==> config.mk <==
export PLATFORM = sky130hd
export DESIGN_NAME = sbc_ctrl
export DESIGN_NICKNAME = d
export VERILOG_FILES = /design/src/rtl/sbc_pkg.sv /design/src/rtl/sbc_ctrl.sv
export SDC_FILE = /design/constraint.sdc
export NUM_CORES = 1
export LEC_CHECK = 0
export ABC_CLOCK_PERIOD_IN_PS = 6300
export BUFFER_PORTS_ARGS = -buffer_cell sky130_fd_sc_hd__buf_2
export CORE_AREA = 2 2 39 41
export DETAILED_ROUTE_END_ITERATION = 16
export DIE_AREA = 0 0 41 43
export SLEW_MARGIN = 20
export SYNTH_ARGS = -nofsm -noshare
export SYNTH_HDL_FRONTEND = slang
export SYNTH_SLANG_ARGS = --single-unit
==> constraint.sdc <==
create_clock -name clk -period 6.3 [get_ports clk]
set_clock_uncertainty 0.2 [all_clocks]
set_input_delay 0.315 -clock clk [delete_from_list [all_inputs] [get_ports clk]]
set_output_delay 0.315 -clock clk [all_outputs]
set_load 0.005 [all_outputs]
==> src/rtl/sbc_pkg.sv <==
// ----------------------------------------------------------------------------
// sbc_pkg
// Types, codes, limits and shared arithmetic for the balancing controller.
// ----------------------------------------------------------------------------
`timescale 1ns / 1ps
package sbc_pkg;

  localparam int CFG_IDX_W  = 3;
  localparam int CFG_DATA_W = 20;
  localparam int DIV_NUM_W  = 36;
  localparam int DIV_DEN_W  = 32;

  typedef struct packed {
    logic signed [16:0] pitch_angle;
    logic signed [15:0] pitch_rate;
    logic signed [15:0] yaw_rate;
    logic signed [15:0] left_count;
    logic signed [15:0] right_count;
    logic        [31:0] now_ms;
    logic        [2:0]  command;
  } sbc_in_t;

  typedef struct packed {
    logic signed [31:0] left_drive;
    logic signed [31:0] right_drive;
    logic        [1:0]  posture;
    logic               fault;
  } sbc_out_t;

  localparam logic [CFG_IDX_W-1:0] CFG_MID_ANGLE  = 3'd0;
  localparam logic [CFG_IDX_W-1:0] CFG_BALANCE_KP = 3'd1;
  localparam logic [CFG_IDX_W-1:0] CFG_BALANCE_KD = 3'd2;
  localparam logic [CFG_IDX_W-1:0] CFG_SPEED_KP   = 3'd3;
  localparam logic [CFG_IDX_W-1:0] CFG_SPEED_KI   = 3'd4;
  localparam logic [CFG_IDX_W-1:0] CFG_TURN_KP    = 3'd5;
  localparam logic [CFG_IDX_W-1:0] CFG_TURN_KD    = 3'd6;

  localparam logic [2:0] CMD_STOP  = 3'd0;
  localparam logic [2:0] CMD_FWD   = 3'd1;
  localparam logic [2:0] CMD_BACK  = 3'd2;
  localparam logic [2:0] CMD_LEFT  = 3'd3;
  localparam logic [2:0] CMD_RIGHT = 3'd4;

  localparam logic [1:0] POST_STAND = 2'd0;
  localparam logic [1:0] POST_HANG  = 2'd1;
  localparam logic [1:0] POST_FALL  = 2'd2;

  localparam logic signed [16:0] FALL_PITCH  = 17'sd15360;
  localparam logic signed [16:0] STAND_PITCH = 17'sd1280;
  localparam logic signed [31:0] HANG_SPEED  = 32'sd7000;
  localparam logic signed [15:0] HANG_RATE   = 16'sd1000;

  localparam logic signed [55:0] SPEED_INT_LIM = 56'sd2560000;
  localparam logic signed [33:0] SPEED_CMD_OFS = 34'sd12800;
  localparam logic signed [17:0] TURN_GOAL_LIM = 18'sd18400;
  localparam logic signed [55:0] TURN_INT_LIM  = 56'sd1800;
  localparam logic [6:0]         STEP_MIN      = 7'd24;
  localparam logic [6:0]         STEP_MAX      = 7'd80;
  localparam logic [DIV_NUM_W-1:0] STEP_NUM    = 36'd16000;
  localparam logic [31:0]        FILT_RECIP    = 32'hCCCCCCCD;

  typedef enum logic [4:0] {
    ST_IDLE, ST_BAL_M1, ST_BAL_M2, ST_BAL_ACC, ST_BAL_ST, ST_S_WAIT,
    ST_F_DIV, ST_F_WAIT, ST_I, ST_V_M1, ST_V_M2, ST_V_ACC, ST_V_ST,
    ST_STEP, ST_STEP_WAIT, ST_TI, ST_T_M1, ST_T_M2, ST_T_ACC, ST_T_ST,
    ST_DRV
  } sbc_state_t;

  typedef enum logic [4:0] {
    OP_NONE, OP_LATCH, OP_BAL_M1, OP_BAL_M2, OP_BAL_ACC, OP_BAL_ST,
    OP_S_WAIT, OP_F_DIV, OP_F_WAIT, OP_I, OP_V_M1, OP_V_M2, OP_V_ACC,
    OP_V_ST, OP_STEP, OP_STEP_WAIT, OP_TI, OP_T_M1, OP_T_M2, OP_T_ACC,
    OP_T_ST, OP_DRV
  } sbc_op_t;

  typedef struct packed {
    sbc_op_t op;
  } sbc_cmd_t;

  typedef struct packed {
    logic primed;
    logic div_done;
    logic need_div;
    logic fallen;
    logic out_busy;
  } sbc_stat_t;

  typedef struct packed {
    logic [1:0] body;
    logic [1:0] prev;
    logic       fail;
  } sbc_post_t;

  function automatic logic signed [55:0] sbc_shr(input logic signed [55:0] v,
                                                 input int unsigned sh);
    logic [55:0] mag;
    logic [55:0] m;
    mag = v[55] ? 56'(-v) : 56'(v);
    m   = mag >> sh;
    return v[55] ? -$signed(m) : $signed(m);
  endfunction

  function automatic logic signed [31:0] sbc_sat32(input logic signed [55:0] v);
    logic signed [31:0] r;
    if (v > 56'sd2147483647) begin
      r = 32'sh7fffffff;
    end else if (v < -56'sd2147483648) begin
      r = 32'sh80000000;
    end else begin
      r = $signed(v[31:0]);
    end
    return r;
  endfunction

  function automatic sbc_post_t sbc_posture(input logic signed [31:0] speed,
                                            input logic signed [16:0] pitch,
                                            input logic signed [15:0] prate,
                                            input logic [1:0] body,
                                            input logic [1:0] prev);
    sbc_post_t r;
    r.body = body;
    r.prev = prev;
    r.fail = 1'b0;
    if (pitch < -FALL_PITCH || pitch > FALL_PITCH) begin
      r.body = POST_FALL;
    end else if (speed > HANG_SPEED && prate > -HANG_RATE && prate < HANG_RATE) begin
      r.body = POST_HANG;
    end
    if (r.prev == POST_STAND && r.body != POST_STAND) begin
      r.prev = r.body;
    end
    if (r.prev == POST_FALL) begin
      if (pitch >= -STAND_PITCH && pitch <= STAND_PITCH) begin
        r.prev = POST_STAND;
        r.body = POST_STAND;
      end else begin
        r.fail = 1'b1;
      end
    end else if (r.prev == POST_HANG) begin
      r.prev = POST_STAND;
    end
    return r;
  endfunction

endpackage

==> src/rtl/sbc_ctrl.sv <==
// ----------------------------------------------------------------------------
// sbc_ctrl
// Sequencer for one control tick: issues datapath operations in order.
// ----------------------------------------------------------------------------
`timescale 1ns / 1ps
module sbc_ctrl
  import sbc_pkg::*;
(
  input  logic      clk,
  input  logic      rst_n,
  input  logic      in_valid,
  output logic      in_stall,
  input  sbc_stat_t stat,
  output sbc_cmd_t  cmd
);

  sbc_state_t state_r, state_nxt;

  always_ff @(posedge clk) begin
    if (!rst_n) begin
      state_r <= ST_IDLE;
    end else begin
      state_r <= state_nxt;
    end
  end

  assign in_stall = (state_r != ST_IDLE);

  always_comb begin
    state_nxt = state_r;
    cmd.op    = OP_NONE;
    case (state_r)
      ST_IDLE: begin
        if (in_valid) begin
          cmd.op    = OP_LATCH;
          state_nxt = stat.primed ? ST_BAL_M1 : ST_IDLE;
        end
      end
      ST_BAL_M1: begin
        cmd.op    = OP_BAL_M1;
        state_nxt = ST_BAL_M2;
      end
      ST_BAL_M2: begin
        cmd.op    = OP_BAL_M2;
        state_nxt = ST_BAL_ACC;
      end
      ST_BAL_ACC: begin
        cmd.op    = OP_BAL_ACC;
        state_nxt = ST_BAL_ST;
      end
      ST_BAL_ST: begin
        cmd.op    = OP_BAL_ST;
        state_nxt = ST_S_WAIT;
      end
      ST_S_WAIT: begin
        cmd.op = OP_S_WAIT;
        if (stat.div_done) begin
          state_nxt = ST_F_DIV;
        end
      end
      ST_F_DIV: begin
        cmd.op    = OP_F_DIV;
        state_nxt = ST_F_WAIT;
      end
      ST_F_WAIT: begin
        cmd.op    = OP_F_WAIT;
        state_nxt = ST_I;
      end
      ST_I: begin
        cmd.op    = OP_I;
        state_nxt = ST_V_M1;
      end
      ST_V_M1: begin
        cmd.op    = OP_V_M1;
        state_nxt = ST_V_M2;
      end
      ST_V_M2: begin
        cmd.op    = OP_V_M2;
        state_nxt = ST_V_ACC;
      end
      ST_V_ACC: begin
        cmd.op    = OP_V_ACC;
        state_nxt = ST_V_ST;
      end
      ST_V_ST: begin
        cmd.op    = OP_V_ST;
        state_nxt = ST_STEP;
      end
      ST_STEP: begin
        cmd.op    = OP_STEP;
        state_nxt = stat.need_div ? ST_STEP_WAIT : ST_TI;
      end
      ST_STEP_WAIT: begin
        cmd.op = OP_STEP_WAIT;
        if (stat.div_done) begin
          state_nxt = ST_TI;
        end
      end
      ST_TI: begin
        cmd.op    = OP_TI;
        state_nxt = stat.fallen ? ST_DRV : ST_T_M1;
      end
      ST_T_M1: begin
        cmd.op    = OP_T_M1;
        state_nxt = ST_T_M2;
      end
      ST_T_M2: begin
        cmd.op    = OP_T_M2;
        state_nxt = ST_T_ACC;
      end
      ST_T_ACC: begin
        cmd.op    = OP_T_ACC;
        state_nxt = ST_T_ST;
      end
      ST_T_ST: begin
        cmd.op    = OP_T_ST;
        state_nxt = ST_DRV;
      end
      ST_DRV: begin
        if (!stat.out_busy) begin
          cmd.op    = OP_DRV;
          state_nxt = ST_IDLE;
        end
      end
      default: begin
        state_nxt = ST_IDLE;
      end
    endcase
  end

endmodule

Word-level counts from Yosys, hierarchy flattened
Index checks and enable logic that the tools add are counted.

Bits in registers: 5. Input port bits: 8. Output and inout bits: 6.

Reduce and logical (&&, ||, !) cells: 3. Equal/unequal tests: 24. Muxes and demuxes: 11.

Operators with widths (count): 5-bit case mux with 21 select lines (2); 5-bit by 4-bit equality test with 1-bit output, second input constant (8); 5-bit equality test, second input constant (5); 5-bit two-way mux (5); 5-bit by 3-bit equality test with 1-bit output, second input constant (4); 5-bit by 2-bit equality test with 1-bit output, second input constant (2); 2-bit inequality test, second input constant (4); 5-bit by 1-bit equality test with 1-bit output, second input constant (1); 5-bit zero test (1); 5-bit nonzero test (1); 4-bit AND reduction (1); 1-bit two-way mux (3); 3-bit two-way mux (1).

Logic depth before layout (Yosys ltp)
Depth in word-level cells: 3. Gate-level depth with buffers: 5.

Worst setup path before layout
OpenSTA, ideal clock, no wires.

Path type: register -> register. Start point: register state_r[2]. End point: register state_r[2]. Path slack: 4.310 ns. Data arrival time: 1.669 ns. Library setup time: 0.121 ns. Cell stages (with the launch flop): 5. Clock period less this slack: 1.990 ns. Cells stage by stage: dfxtp_1 > or3b_1 > or4b_4 > o211ai_2 > mux2_4.

Longest elaborated chain between the ends: 3. Elaborated cells between the ends (all ways): 27. Those cells by class: 24 x eq/ne; 1 x mux; 2 x reduce/logical.

RTL lines: from (decl) (line sbc_ctrl.sv:17) `sbc_state_t state_r, state_nxt;`; from (signal assigned) (line sbc_ctrl.sv:23) `state_r <= state_nxt;`; 5-bit by 3-bit equality test with 1-bit output, or another cell as far along (line sbc_ctrl.sv:32) `case (state_r)`; 2-bit inequality test (no line); 4-bit AND reduction (no line).

Parallel ways exist; a longest one is shown, timed or not. A chain may end at the register's enable or synchronous reset.

Worst setup path after layout
Ends and elaborated chain as after synthesis.

==> key figures <==
Status
  – Status: complete, no violations

CTS
  – Root Buffer: clkbuf_4
  – H-Tree Depth: 1
  – TritonCTS clock tree: done
  – Worst-path clk slew: 0.04 ns
  – Postcts setup bufs: 0
  – Hold buffer count at cts: 0
  – Clock Latency Late Sink: 0.24 ns
  – Post-CTS sizing: 0
  – Clock sinks: 5
  – Max clock buf depth: 2
  – TritonCTS buffer count: 3

Placement
  – Pre-CTS setup slack: roughly 4.0 ns
  – Final Wtd Congestion: 0.749
  – Port bufs: 13
  – Hpwl dp: ~790 µm
  – Area post-placement: 512 µm²

Timing
  – Hold_ws: about 0.12 ns
  – Hold Fails Final Rpt: 0
  – Max Fclk: 0.434 GHz
  – Minimum clock period: 2.31 ns
  – Slew HR: 67.9%
  – Slew Limit Fails: 0
  – Worst slew pin tran: 0.480 ns
  – Worst setup margin: about 4 ns
  – Sum Neg Setup Slack: 0 ns
  – Final setup viols: 0
  – Period utilization: between 30% and 40%
  – RSZ-0062 raised after global routing: no

Global routing
  – Initial antenna violation count: 0
  – GR met3 Demand/Resource: about 5.2%
  – Largest net degree at the start of global routing: 17
  – Gr usage total: ~14%
  – GR Util met1: 19.0%
  – GR Overflow Total: 0
  – Met2 GRT Util: 19.1%
  – Global-route wire length before repair: 1660 µm
  – Vias in the first global route: a little under 400
  – Grt peak-use layer: met2

Detailed routing
  – Total wire length after detailed routing: 1070 µm
  – Post-route ant nets: 0
  – First-pass DRT Iterations: 4
  – Drc violations: 0
  – DR vias/cell: approximately 5.5
  – Routed length per instance: 12.1 µm
  – Iteration-0 DRC Markers: 6
  – Via count: roughly 480

Layout
  – Commonest non-fill, non-tap cell in the layout: buf_2
  – Share of cells above drive strength 1: between 20% and 30%
  – Ant. Diodes: 0
  – Largest register by flop count: state_r
  – Synthesis-to-finish area growth: 18.8%
  – Register area: 100 µm²
  – Fillers: 166
  – Final instance area: 538 µm²
  – Max reg flops: 5
  – Regs by FF count: state_r x5
  – Final net count: 81
  – Commonest non-fill, non-tap cells in the layout: 13 x buf_2, 6 x nor2_1, 5 x nor3_1, 5 x nand2_1, 5 x dfxtp_1
  – Area of the multi-input gates: 323 µm²

Critical path
  – Critical Path AT: 2.23 ns
  – Startpoint types: flop
  – Setup CP Type: flop to flop
  – CP Capture Type: flop
  – Critical Path RT: between 6 and 7 ns
  – Reg2Reg Setup Slack: 3.99 ns
  – Cell depth of the worst flop-to-flop path: 4
  – Worst Path Max Fanout: 16
  – Slowest CP cell: dfxtp_1
  – CP max stage delay: 0.61 ns
  – Worst r2r src: state_r[2]$_SDFFE_PN0P_
  – RR Endpoint: state_r[2]$_SDFFE_PN0P_
  – CP cell instances: or3b_1 > or4b_4 > o211ai_2 > mux2_4

Power and ir drop
  – Max VDD drop: 0.0869 mV
  – Power Dens Cells: 165 mW/mm²
  – Leak: 0.225 nW
  – Tot Pwr: 0.0000889 W

Synthesis
  – Flops & latches, synth: 5
  – Cell count after synthesis: 60
  – Syn. warnings: 0
  – Post-synth EDFFs: 0
  – Mapped cell area: 453 µm²
  – Most used DFF post-synth: dfxtp_1
  – Synth Area per Inst: 7.55 µm²
  – Unique masters post-synth: 32
  – Sequential fraction of the synthesis area: 22.1%
  – Syn Nets: 68
  – Ys async rst share: 0%

Hold path
  – Hold WC Path Type: input pin to flop
  – WHS Path Cells: 2
  – Hold path start: rst_n
  – Hold EP: state_r[4]$_SDFFE_PN0P_

Floorplan
  – Chip height: around 43 µm
  – Die area: roughly 0.0018 mm²
  – Initial Utilization: 32.7%
  – Boundary pin count: 14
  – Die W: around 40 µm
  – Core Footprint: 0.00138 mm²
  – Row count: 14

Job
  – Max-cap violation count: 0
[worst max-delay path: cells and delay by family (launching register included)]
| kind | cells | cell delay, ns |
|---|---|---|
| AND/OR/NAND/NOR | 2 | 0.93 |
| flip-flops | 1 | 0.61 |
| multiplexers | 1 | 0.32 |
| AO/OA/AOI/OAI | 1 | 0.13 |
[per-layer routing]
metal,up-vias,wire length (µm)
met5,-,0
met4,0,0
met3,0,70
met2,18,521
met1,218,474
li1,247,-
[layout make-up]
cell class	count	area share (%)
multi-input cells	49	60.0
well taps	16	3.72
repair buffers	13	12.1
inverters	1	0.698
flip-flops and latches	5	18.6
clock buffers	4	4.88
[power by group]
group | switching (W) | internal [W]
combinational | 0.00000802 | 0.00000891
sequential | 0.00000318 | 0.0000327
clock | 0.0000122 | 0.0000239
[kinds of logic (layout without fill, tap and decap cells)]
family                 count (synthesis)  count (layout)  share of synthesized area, %
XOR/XNOR                               3               3                          5.80
flip-flops                             5               5                          22.1
buffers and inverters                  6              18                          6.63
multiplexers                           1               1                          3.31
AO/OA/AOI/OAI                         17              17                          28.7
AND/OR/NAND/NOR                       28              28                          33.4
[cells in the mapped netlist, types with 2 or more instances]
cell type	count	share of area [%]
o22ai_1	3	4.1
nor2b_1	2	2.8
nor2_1	6	5.0
a21oi_1	4	4.4
buf_2	3	3.3
a2111oi_0	2	3.9
dfxtp_1	5	22
xor2_1	2	3.9
nor3_1	5	5.5
nand2_1	5	4.1
or3_1	2	2.8
[stage by stage]
stage / util, % / cells
after floorplan: - / 60
after global placement: 37.0 / 84
after detailed placement: 37.0 / 84
after CTS: 38.9 / 88
after global routing: 38.9 / 88
final: 38.9 / 88
[how the worst max path moves through the flow]
stage	startpoint	end	slack (ns)	depth (start not counted)
5_1_grt	state_r[2]$_SDFFE_PN0P_	state_r[2]$_SDFFE_PN0P_	3.90	4
6_report	state_r[2]$_SDFFE_PN0P_	state_r[2]$_SDFFE_PN0P_	3.99	4
3_5_place_dp	state_r[2]$_SDFFE_PN0P_	state_r[2]$_SDFFE_PN0P_	4.01	4
3_3_place_gp	state_r[2]$_SDFFE_PN0P_	state_r[2]$_SDFFE_PN0P_	4.06	4
4_1_cts	state_r[2]$_SDFFE_PN0P_	state_r[2]$_SDFFE_PN0P_	4.00	4
2_1_floorplan	state_r[2]$_SDFFE_PN0P_	state_r[2]$_SDFFE_PN0P_	4.31	4
No activity file was read; power rests on OpenSTA's default activity.
